==> config.mk <==
export PLATFORM = sky130hd
export DESIGN_NAME = mvt_merge
export DESIGN_NICKNAME = d
export VERILOG_FILES = /design/src/sv/mvt_pkg.sv /design/src/sv/mvt_merge.sv
export SDC_FILE = /design/constraint.sdc
export NUM_CORES = 1
export LEC_CHECK = 0
export ABC_AREA = 1
export BUFFER_PORTS_ARGS = -buffer_cell sky130_fd_sc_hd__buf_4
export CAP_MARGIN = 20
export CORE_AREA = 2 2 153 155
export DETAILED_ROUTE_END_ITERATION = 16
export DIE_AREA = 0 0 155 157
export MAX_ROUTING_LAYER = met4
export PLACE_DENSITY = 0.6
export SLEW_MARGIN = 30
export SYNTH_ARGS = -nofsm -noshare
export SYNTH_HDL_FRONTEND = slang
export SYNTH_SLANG_ARGS = --single-unit
==> constraint.sdc <==
create_clock -name clk -period 1.4 [get_ports clk]
set_clock_uncertainty 0.1 [all_clocks]
set_input_delay 0 -clock clk [delete_from_list [all_inputs] [get_ports clk]]
set_output_delay 0 -clock clk [all_outputs]
set_load 0.01 [all_outputs]
==> src/sv/mvt_pkg.sv <==
// Package for the 4x4 homogeneous matrix-vector transform.
// Holds widths, register map, reset matrix, saturation bounds and the stage-load struct.
// No dependencies; every other file of the block refers to it by scoped names.
`default_nettype none

package mvt_pkg;

    // Significant bits of an input coordinate and saturation range of a result.
    localparam int COORD_WIDTH = 32;

    localparam int FIELD_W   = 32;
    localparam int ENTRY_W   = 32;
    localparam int NUM_ROWS  = 4;
    localparam int NUM_COLS  = 4;
    localparam int PROD_W    = 2 * ENTRY_W;
    localparam int PAIR_W    = PROD_W + 1;
    localparam int SUM_W     = PROD_W + 2;
    localparam int FRAC_BITS = 16;
    localparam int SHR_W     = SUM_W - FRAC_BITS;

    // Configuration register map: eight 64-bit registers at byte address 8*i.
    localparam int NUM_REGS   = 8;
    localparam int REG_W      = 64;
    localparam int BYTE_SHIFT = 3;
    localparam int IDX_W      = $clog2(NUM_REGS);
    localparam int ADDR_W     = IDX_W + BYTE_SHIFT;

    typedef logic [REG_W-1:0]                  cfg_reg_t;
    typedef logic [NUM_REGS-1:0][REG_W-1:0]    matrix_t;
    typedef logic [1:0][REG_W-1:0]             row_regs_t;
    typedef logic [NUM_COLS-1:0][FIELD_W-1:0]  coords_t;

    localparam cfg_reg_t ONE_LOW  = cfg_reg_t'(64'h0000_0000_0001_0000);
    localparam cfg_reg_t ONE_HIGH = cfg_reg_t'(64'h0001_0000_0000_0000);

    // Identity matrix: 1.0 on the diagonal.
    localparam matrix_t MAT_RESET = {ONE_HIGH, cfg_reg_t'(0),
                                     ONE_LOW,  cfg_reg_t'(0),
                                     cfg_reg_t'(0), ONE_HIGH,
                                     cfg_reg_t'(0), ONE_LOW};

    // Saturation bounds of the shifted sum, and the same bounds as result fields.
    localparam logic signed [SHR_W-1:0] SAT_MAX =
        SHR_W'((64'sd1 <<< (COORD_WIDTH - 1)) - 64'sd1);
    localparam logic signed [SHR_W-1:0] SAT_MIN = -SAT_MAX - SHR_W'(1);
    localparam logic [FIELD_W-1:0] SAT_MAX_OUT = SAT_MAX[FIELD_W-1:0];
    localparam logic [FIELD_W-1:0] SAT_MIN_OUT = SAT_MIN[FIELD_W-1:0];

    // Per-stage load enables of the datapath pipeline.
    typedef struct packed {
        logic s1;   // products
        logic s2;   // pair sums
        logic s3;   // row sums
        logic s4;   // saturated result
    } stage_ld_t;

    // Keep the low COORD_WIDTH bits of a coordinate and sign-extend them.
    function automatic logic [FIELD_W-1:0] sext_coord(input logic [FIELD_W-1:0] v);
        return FIELD_W'($signed(v[COORD_WIDTH-1:0]));
    endfunction

endpackage

`default_nettype wire

==> src/sv/mvt_merge.sv <==
// Merge stage: floors each row sum by 16 bits, saturates it and ORs the overflow flags.
// Depends on mvt_pkg for widths and saturation bounds; holds the result register.
`default_nettype none

module mvt_merge (
    input  wire logic                                          clk,
    input  wire mvt_pkg::stage_ld_t                            ld,
    input  wire logic signed [mvt_pkg::NUM_ROWS-1:0][mvt_pkg::SUM_W-1:0] sums,
    output mvt_pkg::coords_t                                   coords,
    output logic                                               overflow
);

    mvt_pkg::coords_t                coords_next;
    mvt_pkg::coords_t                coords_reg;
    logic [mvt_pkg::NUM_ROWS-1:0]    sat;
    logic                            overflow_next;
    logic                            overflow_reg;

    for (genvar r = 0; r < mvt_pkg::NUM_ROWS; r++)
    begin : g_row
        logic signed [mvt_pkg::SHR_W-1:0] shr;
        logic                             hi;
        logic                             lo;

        // Dropping the fraction bits is the arithmetic shift (a floor).
        assign shr = $signed(sums[r][mvt_pkg::SUM_W-1:mvt_pkg::FRAC_BITS]);
        assign hi  = shr > mvt_pkg::SAT_MAX;
        assign lo  = shr < mvt_pkg::SAT_MIN;

        always_comb
        begin
            if (hi)
            begin
                coords_next[r] = mvt_pkg::SAT_MAX_OUT;
            end
            else if (lo)
            begin
                coords_next[r] = mvt_pkg::SAT_MIN_OUT;
            end
            else
            begin
                coords_next[r] = shr[mvt_pkg::FIELD_W-1:0];
            end
        end

        assign sat[r] = hi | lo;
    end

    assign overflow_next = |sat;

    always_ff @(posedge clk)
    begin
        if (ld.s4)
        begin
            coords_reg   <= coords_next;
            overflow_reg <= overflow_next;
        end
    end

    assign coords   = coords_reg;
    assign overflow = overflow_reg;

endmodule

`default_nettype wire

==> flow_metrics.env <==
export IMPL_outcome="complete, but fails checks"
export IMPL_violations="hold timing"
export IMPL_final_area_um2=10520
export IMPL_antenna_cells=0
export IMPL_hp_class="input pin to flop"
export IMPL_cts_buffer_depth=2
export IMPL_hold_buffers=132
export IMPL_numPortBuffers=330
export IMPL_tightest_slew_ps=327.0
export IMPL_wl_per_cell_um=14.40
export IMPL_cts_htree_levels=4
export IMPL_setup_violations_final=0
export IMPL_cp_data_arrival_time_ps=1370
export IMPL_pre_cts_slack_ps=-295.4
export IMPL_fin_util=0.4674
export IMPL_critPathCaptureType="flop"
export IMPL_cts_sinks=129
export IMPL_drv_slew=0
export IMPL_cp_max_fo=4
export IMPL_cp_slowest_stage_delay_ps=540
export IMPL_drtIter0Drc=285
export IMPL_ir_drop_uv=662.6
export IMPL_holdWs_ps=-90.33
export IMPL_grtUsageTotal=0.1570
export IMPL_yosysTopAreaCell="edfxtp_1"
export IMPL_dp_cells=1162
export IMPL_start_kind="input pin"
export IMPL_ff_latch_area_um2=3874
export IMPL_ioPinCount=398
export IMPL_placed_cell_area_um2=8563
export IMPL_fin_cells=1326
export IMPL_grt_max_degree=36
export IMPL_die_height_um=157
export IMPL_rsz0062_at_grt="false"
export IMPL_path_cells="buf_4 > or2_0 > nor2_2 > nand3b_4 > o21ai_4 > nand2_2 > dlygate4sd3_1"
export IMPL_drive_gt1_frac=0.3977
export IMPL_grt_pass1_vias=5627
export IMPL_drt_first_pass_iters=4
export IMPL_cp_data_required_time_ps=1460
export IMPL_antenna_found_initial=0
export IMPL_cts_tree="built"
export IMPL_postRouteAntennaNets=0
export IMPL_multi_input_area_um2=1607
export IMPL_syn_area_um2=5675
export IMPL_synthDistinctLibCells=19
export IMPL_hold_start="sums[113]"
export IMPL_yosysWarningCount=0
export IMPL_cts_root_buffer="clkbuf_16"
export IMPL_vias_per_cell=4.217
export IMPL_critPathBufInv=2
export IMPL_hold_viol_final=1
export IMPL_initial_core_util=0.2522
export IMPL_clk_pin_slew_ps=60
export IMPL_cts_buffers=17
export IMPL_crit_family="buffers and inverters"
export IMPL_grt_overflow=0
export IMPL_ys_seq_elements=129
export IMPL_die_x_um=155
export IMPL_die_area_um2=24340
export IMPL_syn_nets=818
export IMPL_routed_wl_mm=19.09
export IMPL_area_growth_pct=85.34
export IMPL_grt_pass1_wl_mm=28.66
export IMPL_coreArea_um2=22500
export IMPL_worstSetupPathType="input pin to flop"
export IMPL_largest_reg_flops=128
export IMPL_relSlewSlack=0.7820
export IMPL_yosysSeqAreaShare=0.6825
export IMPL_fmax_mhz=762.6
export IMPL_finalWeightedCongestion=0.7985
export IMPL_crit_slowest_cell="dlygate4sd3_1"
export IMPL_synth_top_area_share=0.6825
export IMPL_max_cap_viol_count=0
export IMPL_place_hpwl_mm=13.50
export IMPL_power_density_nw_per_um2=1085
export IMPL_fin_ws_ps=88.66
export IMPL_fin_crit_ps=1311
export IMPL_vias=5592
export IMPL_synthTopCellsByArea="edfxtp_1 (68%), nand2_1 (19%), nor2_1 (3.7%)"
export IMPL_timing_final_crit_share=0.9367
export IMPL_nets=1297
export IMPL_row_count=55
export IMPL_syn_inst=549
export IMPL_drc=0
export IMPL_cp_startpoint="sums[114]"
export IMPL_power_leakage_uw=0.004782
export IMPL_n_fill_cell=2057
export IMPL_avgSynthCellArea_um2=10.34
[tightest hold or removal path: stages]
cell	delay, ps
buf_4	110
o21ai_4	70
nand2_2	110
[metal layers]
layer	share of wire	up-vias	wire length (um)	track usage
met5	0	-	0	-
met4	0.018	0	350	0.05423
met3	0.062	28	1193	0.03827
met2	0.51	239	9783	0.2732
met1	0.41	2581	7765	0.1772
li1	-	2744	-	-
[cell usage after synthesis]
library cell / count
nand4_1: 1
edfxtp_1: 129
o21ai_2: 5
and2_0: 2
nand2_1: 282
clkbuf_1: 4
nor2_1: 56
inv_1: 5
or2_0: 3
o21ai_1: 1
nand3_1: 13
buf_6: 9
or2_1: 1
buf_2: 12
buf_4: 3
nand3b_2: 1
nand2_2: 20
nor3_1: 1
o21ai_4: 1
[metrics by stage]
step | power [uW] | TNS [ps]
floorplan | 5339 | 0
detailed placement | 6513 | -1708
global placement | 6493 | -1551
finish | 11410 | 0
global route | 11890 | 0
CTS | 11570 | 0
[kinds of logic after synthesis]
| family | Yosys count | synth area share |
|---|---|---|
| AO/OA/AOI/OAI | 7 | 0.01146 |
| AND/OR/NAND/NOR | 380 | 0.2676 |
| buffers and inverters | 33 | 0.03836 |
| flip-flops | 129 | 0.6825 |
[cell type report]
cell class,instances,area share
inverters,5,0.001784
clock inverters,15,0.01808
repair buffers,488,0.3848
well taps,285,0.03390
flip-flops and latches,129,0.3683
multi-input cells,387,0.1527
clock buffers,17,0.04044
[where the power goes]
group,leakage (uW),internal (uW),switching [uW],total [uW]
clock network,0.000294,2970,1710,4680
registers,0.00127,4630,90.7,4720
logic,0.00322,1150,867,2010
total,0.00478,8740,2670,11400
[path summary, 6_finish.rpt]
kind                                        to  slack [ps]  cells past startpoint
worst min-delay path  coords[48]$_SDFFCE_PN1P_         -90                      3
worst max-delay path  coords[51]$_SDFFCE_PN1P_          90                      7
[layout by cell type, fill, tap and decap left out, drive strengths merged, types with 4 or more instances in the layout]
| master | synthesis | final |
|---|---|---|
| inv | 5 | 7 |
| o21ai | 7 | 7 |
| nor2 | 56 | 56 |
| clkinv | 0 | 7 |
| or2 | 4 | 4 |
| buf | 24 | 356 |
| nand3 | 13 | 13 |
| dlygate4sd3 | 0 | 132 |
| clkbuf | 4 | 17 |
| nand2 | 302 | 302 |
| edfxtp | 129 | 129 |
| bufinv | 0 | 4 |
[timing repair]
item	in CTS	in global routing
endpoints found under the setup margin	0	1
resized for setup	0	4
hold endpoints to repair	147	1
setup buffers	0	1
(Power assumes the default switching activity.)
