**config.mk**
```make
export PLATFORM = sky130hd
export DESIGN_NAME = mvt_cfg
export DESIGN_NICKNAME = d
export VERILOG_FILES = /design/src/sv/mvt_pkg.sv /design/src/sv/mvt_cfg.sv
export SDC_FILE = /design/constraint.sdc
export NUM_CORES = 1
export LEC_CHECK = 0
export ABC_CLOCK_PERIOD_IN_PS = 2450
export BUFFER_PORTS_ARGS = -buffer_cell sky130_fd_sc_hd__buf_2
export CAP_MARGIN = 10
export CORE_AREA = 2 2 256 258
export DETAILED_ROUTE_END_ITERATION = 10
export DIE_AREA = 0 0 258 260
export PLACE_DENSITY = 0.56
export REMOVE_ABC_BUFFERS = 1
export SLEW_MARGIN = 40
export SYNTH_ARGS = -nofsm -noshare
export SYNTH_HDL_FRONTEND = slang
export SYNTH_SLANG_ARGS = --single-unit
```
**constraint.sdc**
```tcl
create_clock -name clk -period 2.45 [get_ports clk]
set_input_delay 0.1225 -clock clk [delete_from_list [all_inputs] [get_ports clk]]
set_output_delay 0.1225 -clock clk [all_outputs]
set_load 0.005 [all_outputs]
```
**src/sv/mvt_pkg.sv**
```systemverilog
// Package for the 4x4 homogeneous matrix-vector transform.
// Holds widths, register map, reset matrix, saturation bounds and the stage-load struct.
// No dependencies; every other file of the block refers to it by scoped names.
`default_nettype none

package mvt_pkg;

    // Significant bits of an input coordinate and saturation range of a result.
    localparam int COORD_WIDTH = 32;

    localparam int FIELD_W   = 32;
    localparam int ENTRY_W   = 32;
    localparam int NUM_ROWS  = 4;
    localparam int NUM_COLS  = 4;
    localparam int PROD_W    = 2 * ENTRY_W;
    localparam int PAIR_W    = PROD_W + 1;
    localparam int SUM_W     = PROD_W + 2;
    localparam int FRAC_BITS = 16;
    localparam int SHR_W     = SUM_W - FRAC_BITS;

    // Configuration register map: eight 64-bit registers at byte address 8*i.
    localparam int NUM_REGS   = 8;
    localparam int REG_W      = 64;
    localparam int BYTE_SHIFT = 3;
    localparam int IDX_W      = $clog2(NUM_REGS);
    localparam int ADDR_W     = IDX_W + BYTE_SHIFT;

    typedef logic [REG_W-1:0]                  cfg_reg_t;
    typedef logic [NUM_REGS-1:0][REG_W-1:0]    matrix_t;
    typedef logic [1:0][REG_W-1:0]             row_regs_t;
    typedef logic [NUM_COLS-1:0][FIELD_W-1:0]  coords_t;

    localparam cfg_reg_t ONE_LOW  = cfg_reg_t'(64'h0000_0000_0001_0000);
    localparam cfg_reg_t ONE_HIGH = cfg_reg_t'(64'h0001_0000_0000_0000);

    // Identity matrix: 1.0 on the diagonal.
    localparam matrix_t MAT_RESET = {ONE_HIGH, cfg_reg_t'(0),
                                     ONE_LOW,  cfg_reg_t'(0),
                                     cfg_reg_t'(0), ONE_HIGH,
                                     cfg_reg_t'(0), ONE_LOW};

    // Saturation bounds of the shifted sum, and the same bounds as result fields.
    localparam logic signed [SHR_W-1:0] SAT_MAX =
        SHR_W'((64'sd1 <<< (COORD_WIDTH - 1)) - 64'sd1);
    localparam logic signed [SHR_W-1:0] SAT_MIN = -SAT_MAX - SHR_W'(1);
    localparam logic [FIELD_W-1:0] SAT_MAX_OUT = SAT_MAX[FIELD_W-1:0];
    localparam logic [FIELD_W-1:0] SAT_MIN_OUT = SAT_MIN[FIELD_W-1:0];

    // Per-stage load enables of the datapath pipeline.
    typedef struct packed {
        logic s1;   // products
        logic s2;   // pair sums
        logic s3;   // row sums
        logic s4;   // saturated result
    } stage_ld_t;

    // Keep the low COORD_WIDTH bits of a coordinate and sign-extend them.
    function automatic logic [FIELD_W-1:0] sext_coord(input logic [FIELD_W-1:0] v);
        return FIELD_W'($signed(v[COORD_WIDTH-1:0]));
    endfunction

endpackage

`default_nettype wire

```
**src/sv/mvt_cfg.sv**
```systemverilog
// APB register file holding the 4x4 transform matrix, two entries per 64-bit register.
// Depends on mvt_pkg for the register map and the identity reset value.
`default_nettype none

module mvt_cfg (
    input  wire logic                       clk,
    input  wire logic                       rst_n,
    input  wire logic                       psel,
    input  wire logic                       penable,
    input  wire logic                       pwrite,
    input  wire logic [mvt_pkg::ADDR_W-1:0] paddr,
    input  wire logic [mvt_pkg::REG_W-1:0]  pwdata,
    output logic      [mvt_pkg::REG_W-1:0]  prdata,
    output logic                            pready,
    output mvt_pkg::matrix_t                matrix
);

    mvt_pkg::matrix_t                matrix_reg;
    logic [mvt_pkg::IDX_W-1:0]       idx;
    logic                            wr_en;

    assign idx   = paddr[mvt_pkg::ADDR_W-1:mvt_pkg::BYTE_SHIFT];
    assign wr_en = psel & penable & pwrite;

    always_ff @(posedge clk or negedge rst_n)
    begin
        if (!rst_n)
        begin
            matrix_reg <= mvt_pkg::MAT_RESET;
        end
        else if (wr_en)
        begin
            matrix_reg[idx] <= pwdata;
        end
    end

    assign prdata = matrix_reg[idx];
    assign pready = 1'b1;
    assign matrix = matrix_reg;

endmodule

`default_nettype wire

```
==> results of run 1 <==
synthesized netlist by cell type (all sizes together):
cell type and instances:
nor4 1, and2 1, buf 68, dfrtp 508
clkbuf 20, nand2 3, o32a 1, nor4bb 1
dfstp 4, a22oi 1, inv 1, nand2b 3
mux4 126, nor2 2, conb 1, o211ai 1
mux2 575, a31oi 1, nor3 6, nand4 1
mux2i 2
critical path: cells and delay by family (launching register included):
| family | cells | cell delay (ns) |
|---|---|---|
| flip-flops | 1 | 0.38 |
| multiplexers | 2 | 0.80 |
| buffers and inverters | 1 | 0.14 |
power by group:
| group | leakage, nW | internal, mW | switching [mW] |
|---|---|---|---|
| logic | 7.10 | 3.50 | 2.53 |
| registers | 6.54 | 10.1 | 1.35 |
| clock network | 0.936 | 5.21 | 3.42 |
| total | 14.6 | 18.8 | 7.31 |
worst max path at each step:
stage / startpoint / to / depth (start not counted)
floorplan: psel / matrix[448] / 3
CTS: matrix[493] / prdata[45] / 3
detailed placement: paddr[4] / matrix[139] / 5
global placement: paddr[4] / matrix[162] / 5
global route: matrix[493] / prdata[45] / 3
finish: matrix[493] / prdata[45] / 3
cell type report:
| type | instances | area [um2] | share of cell area (%) |
|---|---|---|---|
| Sequential cell | 512 | 12820 | 42.78 |
| Inverter | 1 | 3.754 | 0.01253 |
| Tap cell | 855 | 1070 | 3.571 |
| Timing Repair Buffer | 753 | 4613 | 15.40 |
| Clock inverter | 13 | 175.2 | 0.5847 |
| Clock buffer | 88 | 1723 | 5.751 |
| Multi-Input combinational cell | 726 | 9554 | 31.89 |
| Antenna cell | 1 | 2.502 | 0.008353 |
metal layers:
metal	wire length [um]	up-vias	global-route usage, %
met5	13	-	0
met4	2012	2	6.776
met3	4898	123	5.253
met2	37820	498	37.49
met1	30710	8175	28.30
li1	-	6469	-
kinds of logic (layout without fill, tap and decap cells):
group | after synthesis | in the layout | synth area share (%)
other cells | 1 | 2 | 0.01643
compound gates | 4 | 4 | 0.1371
buf+inv | 89 | 855 | 2.088
simple gates | 18 | 18 | 0.7399
mux | 703 | 703 | 40.88
flops | 512 | 512 | 56.14
repair_timing:
| action | CTS | global route |
|---|---|---|
| gates resized for setup | 0 | 0 |
| hold buffers | 65 | 0 |
| hold endpoints to repair | 732 | 0 |
| setup endpoints to repair | 0 | 0 |
through the flow:
stage                     power, mW  hold WS, ns  utilization [%]  instance area [um2]
after global placement        17.52       0.1506            42.75                27410
after CTS                     26.50       0.1210            46.72                29960
after detailed placement      17.67       0.1556            42.75                27410
after global routing          27.44       0.1245            46.72                29960
final                         26.15      0.08559            46.73                29960
after floorplan               13.99      -0.1731                -                22360
==> metrics.log, run 1 <==
INFO  metric power_density = 873.0 nW/um2
INFO  metric cts_buffers = 56
INFO  metric dieHeight = 260 um
INFO  metric die_w = 258 um
INFO  metric netlist.area_leader.share = 55.68%
INFO  metric hpwl = 51720 um
INFO  metric synth.distinct_cells = 27
INFO  metric power.leakage = 14.57 nW
INFO  metric clkSinkCount = 512
INFO  metric cp.required = 2.33 ns
INFO  metric worst-endpoint-arrival = 1.92 ns
INFO  metric wire_per_inst = 25.59 um
INFO  metric hold_viol = 0
INFO  metric cells_on_worst_reg2reg_path = 1
INFO  metric max_cap_violations = 0
INFO  metric path_clk_slew = 0.06 ns
INFO  metric std_cell_rows = 93
INFO  metric critical_path_class = reg -> out
INFO  metric slew_viol_final = 0
INFO  metric finalWirelength = 75460 um
INFO  metric placement.io_buffers = 647
INFO  metric grt_start_max_net_pins = 66
INFO  metric slew_headroom = 54.48%
INFO  metric detailedPlace.worstSlack = 0.3808 ns
INFO  metric rsz_0062_raised_after_global_routing = no
INFO  metric regToRegEndpoint = matrix[10]
INFO  metric drt_drc_violations_left = 0
INFO  metric yosys_warnings = 0
INFO  metric global_route_wire_length_before_repair = 112000 um
INFO  metric post_synth.cell_area_avg = 17.20 um2
INFO  metric layout_worst_path_cycle_share = 83.19%
INFO  metric sequential_cell_area_fraction_in_the_yosys_report = 56.14%
INFO  metric layoutNonFillerInstCount = 2949
INFO  metric crit_path_max_fanout = 3
INFO  metric layout_commonest_cell = buf_2
INFO  metric clk_latency = 0.59 ns
INFO  metric peak_vdd_ir = 0.6470 mV
INFO  metric core_area = 64120 um2
INFO  metric synth_top_cell_by_area = dfrtp_1
INFO  metric fillers = 5766
INFO  metric outcome = completed
INFO  metric setup_ws = 0.4119 ns
INFO  metric startpoint_type = flop
INFO  metric critical_path.cell_chain = mux4_2 > mux2_2 > buf_2
INFO  metric via_count = 15270
INFO  metric rr_startpoint = matrix[10]
INFO  metric crit_path_top_delay_cell = mux4_2
INFO  metric dr.first_iter.drc_count = 906
INFO  metric layout.nets = 2125
INFO  metric design.portCount = 652
INFO  metric synthesized_instance_count = 1327
INFO  metric crit_path_max_incr_delay = 0.52 ns
INFO  metric cts_tree = done
INFO  metric first_pass_iters = 4
INFO  metric holdCritPathClass = in -> async
INFO  metric synth_area_leaders = dfrtp_1 56%, mux2_2 25%, mux4_2 12%
INFO  metric postRouteAntennaNets = 0
INFO  metric initial_core_util = 35.61%
INFO  metric gp_routability_congestion = 0.8632
INFO  metric largest_reg_flops = 512
INFO  metric track_usage = 22.18%
INFO  metric setup_viol_count_final = 0
INFO  metric max_freq = 490.7 MHz
INFO  metric final_cell_mix = 643 x buf_2, 513 x mux2_2, 508 x dfrtp_1, 126 x mux4_2, 65 x dlygate4sd3_1
INFO  metric fin_crit = 2.038 ns
INFO  metric regToRegSetupSlack = 1.58 ns
INFO  metric clk_root_buffer_cell = clkbuf_16
INFO  metric synth_seq_cells = 512
INFO  metric grt_antenna_before_repair = 2
INFO  metric layout-drive-gt1-share = 68.18%
INFO  metric post_synth_instance_area = 22830 um2
INFO  metric worst_clock_skew = 0 ns
INFO  metric placed_cells = 2782
INFO  metric number_of_buffers_inserted_to_repair_setup_after_cts = 0
INFO  metric timing_worst_slew_pin_value = 0.6829 ns
INFO  metric globalRouteOverflowTotal = 0
INFO  metric setup_total_negative_slack = 0 ns
INFO  metric post_synthesis_to_final_layout_area_growth = 31.22%
INFO  metric cts_max_path_buffers = 3
INFO  metric crit_path_end_kind = primary output
INFO  metric number_of_global_route_vias_before_repair = 16300
INFO  metric viasPerCell = 5.177
INFO  metric die_area = 67080 um2
INFO  metric htree_levels = 2
No activity file was read; power rests on OpenSTA's default activity.
==> inputs of run 2 (changes only) <==
--- a/config.mk
+++ b/config.mk
@@ -5,7 +5,7 @@
 export SDC_FILE = /design/constraint.sdc
 export NUM_CORES = 1
 export LEC_CHECK = 0
-export ABC_CLOCK_PERIOD_IN_PS = 2450
+export ABC_CLOCK_PERIOD_IN_PS = 1890
 export BUFFER_PORTS_ARGS = -buffer_cell sky130_fd_sc_hd__buf_2
 export CAP_MARGIN = 10
 export CORE_AREA = 2 2 256 258
==> constraint.sdc (replaced) <==
create_clock -name clk -period 1.89 [get_ports clk]
set_input_delay 0.0945 -clock clk [delete_from_list [all_inputs] [get_ports clk]]
set_output_delay 0.0945 -clock clk [all_outputs]
set_load 0.005 [all_outputs]
==> metrics.log, run 2 (same netlist as run 1, synthesis figures left out) <==
INFO  metric outcome = complete, but fails checks
INFO  metric violations_in_the_final_reports = negative setup slack
INFO  metric comb_power_share = 29.1%
INFO  metric share_clk_of_total_power = 29.8%
INFO  metric met3_length = 5716 um
INFO  metric grt_antenna_before_repair = 2
INFO  metric placement.io_buffers = 647
INFO  metric holdCritPathClass = in -> reg
INFO  metric initial_core_util = 35.61%
INFO  metric route.met2.wl = 39760 um
INFO  metric cells_on_worst_reg2reg_path = 4
INFO  metric track_usage = 23.41%
INFO  metric max_cap_violations = 0
INFO  metric crit_path_end_kind = primary output
INFO  metric peak_vdd_ir = 0.7909 mV
INFO  metric setup_viol_count_final = 63
INFO  metric highest_metal_layer_used_by_the_detailed_router = met5
INFO  metric clk_root_buffer_cell = clkbuf_16
INFO  metric clkSinkCount = 512
INFO  metric die_area = 67080 um2
INFO  metric dieHeight = 260 um
INFO  metric cts_buffers = 56
INFO  metric postRouteAntennaNets = 0
INFO  metric drt_drc_violations_left = 0
INFO  metric dr.first_iter.drc_count = 730
INFO  metric layout.cell_area.non_filler = 32530 um2
INFO  metric post_synthesis_to_final_layout_area_growth = 42.49%
INFO  metric finalWirelength = 80010 um
INFO  metric wire_per_inst = 24.59 um
INFO  metric critPathCapture = prdata[27]
INFO  metric switching_share = 28.46%
INFO  metric number_of_global_route_vias_before_repair = 17680
INFO  metric rr_startpoint = matrix[223]
INFO  metric grt_start_max_net_pins = 76
INFO  metric placed_cells = 2809
INFO  metric via_count = 16520
INFO  metric layout.nets = 2433
INFO  metric slew_viol_final = 0
INFO  metric global_route_wire_length_before_repair = 117100 um
INFO  metric critPathLaunch = matrix[219]
INFO  metric power_switching = 10.14 mW
INFO  metric power_density = 1095 nW/um2
INFO  metric worst_clock_skew = 0 ns
INFO  metric hold_viol = 0
INFO  metric globalRouteOverflowTotal = 0
INFO  metric setup_ws = -0.1287 ns
INFO  metric wl_met1 = 30970 um
INFO  metric sequential_fraction_of_design_power = 41.1%
INFO  metric rsz_0062_raised_after_global_routing = yes
INFO  metric largest_reg_flops = 512
INFO  metric fin_crit = 2.019 ns
INFO  metric layout_worst_path_cycle_share = 106.8%
INFO  metric slew_headroom = 46.72%
INFO  metric die_w = 258 um
INFO  metric first_pass_iters = 5
INFO  metric cts_max_path_buffers = 3
INFO  metric detailedPlace.worstSlack = 0.07963 ns
INFO  metric power.internal = 25.49 mW
INFO  metric setup_total_negative_slack = -4.062 ns
INFO  metric design.portCount = 652
INFO  metric power.leakage = 16.20 nW
INFO  metric cts_tree = done
INFO  metric core_area = 64120 um2
INFO  metric htree_levels = 2
INFO  metric placement.cell_area = 27690 um2
INFO  metric cp.required = 1.80 ns
INFO  metric worst-endpoint-arrival = 1.92 ns
INFO  metric gp_routability_congestion = 0.8613
INFO  metric timing.hold.ws = 0.2382 ns
INFO  metric std_cell_rows = 93
INFO  metric viasPerCell = 5.077
INFO  metric layout_commonest_cell = buf_2
INFO  metric path_clk_slew = 0.06 ns
INFO  metric hpwl = 53630 um
INFO  metric startpoint_type = flop
INFO  metric clk_latency = 0.60 ns
INFO  metric crit_path_max_fanout = 3
INFO  metric max_freq = 495.4 MHz
INFO  metric critical_path_class = reg -> out
INFO  metric layout-drive-gt1-share = 72.23%
INFO  metric timing_worst_slew_pin_value = 0.7992 ns
INFO  metric layoutNonFillerInstCount = 3254
INFO  metric regToRegEndpoint = matrix[223]
INFO  metric final_cell_mix = 607 x buf_2, 507 x dfrtp_1, 491 x mux2_2, 312 x buf_4, 126 x mux4_2
INFO  metric regToRegSetupSlack = 0.71 ns
==> run 2: worst min path at each step <==
stage / cells after the start / end / start / slack [ns]
2_1_floorplan: 0 / matrix[0] / rst_n / -0.20
3_3_place_gp: 1 / matrix[438] / rst_n / 0.02
3_5_place_dp: 1 / matrix[502] / rst_n / 0.02
4_1_cts: 5 / matrix[494] / pwrite / 0.20
5_1_grt: 5 / matrix[449] / pwrite / 0.23
6_report: 4 / matrix[85] / paddr[5] / 0.24
==> run 2: repair_timing <==
item / CTS / global route
setup buffers: 229 / 50
setup endpoints to repair: 63 / 64
resized for setup: 45 / 15
endpoints found under the hold margin: 836 / 0
hold buffers: 67 / 0
==> run 2: layout make-up <==
type,instances,area [um2]
Sequential cell,512,12820
Clock buffer,78,1585
Inverter,1,3.754
Antenna cell,1,2.502
Multi-Input combinational cell,726,9637
Tap cell,855,1070
Clock inverter,20,177.7
Fill cell,5591,31580
Timing Repair Buffer,1061,7237
==> run 2: worst max-delay path: stages, from the launching register on <==
cell and delay [ns]:
dfrtp_1 0.39, mux4_2 0.51, mux2_4 0.30, buf_6 0.12
==> run 2: per-stage QoR <==
stage / total power [mW] / util, %
finish: 35.63 / 50.74
global route: 37.39 / 50.74
CTS: 35.57 / 50.03
floorplan: 18.13 / -
global placement: 22.76 / 43.18
detailed placement: 22.97 / 43.18
==> run 2: power by group through the flow <==
stage                     Combinational, mW  Sequential (mW)  Clock, mW
after floorplan                        3.32             14.8          0
after global placement                 7.72             15.0          0
after detailed placement               7.84             15.1          0
after CTS                              10.1             14.6       10.9
after global routing                   11.1             14.9       11.4
final                                  10.4             14.6       10.6
==> run 2: per-layer routing <==
layer / track usage (%) / vias up
met5: 0 / -
met4: 10.40 / 2
met3: 6.014 / 189
met2: 39.76 / 603
met1: 28.12 / 8623
li1: - / 7102
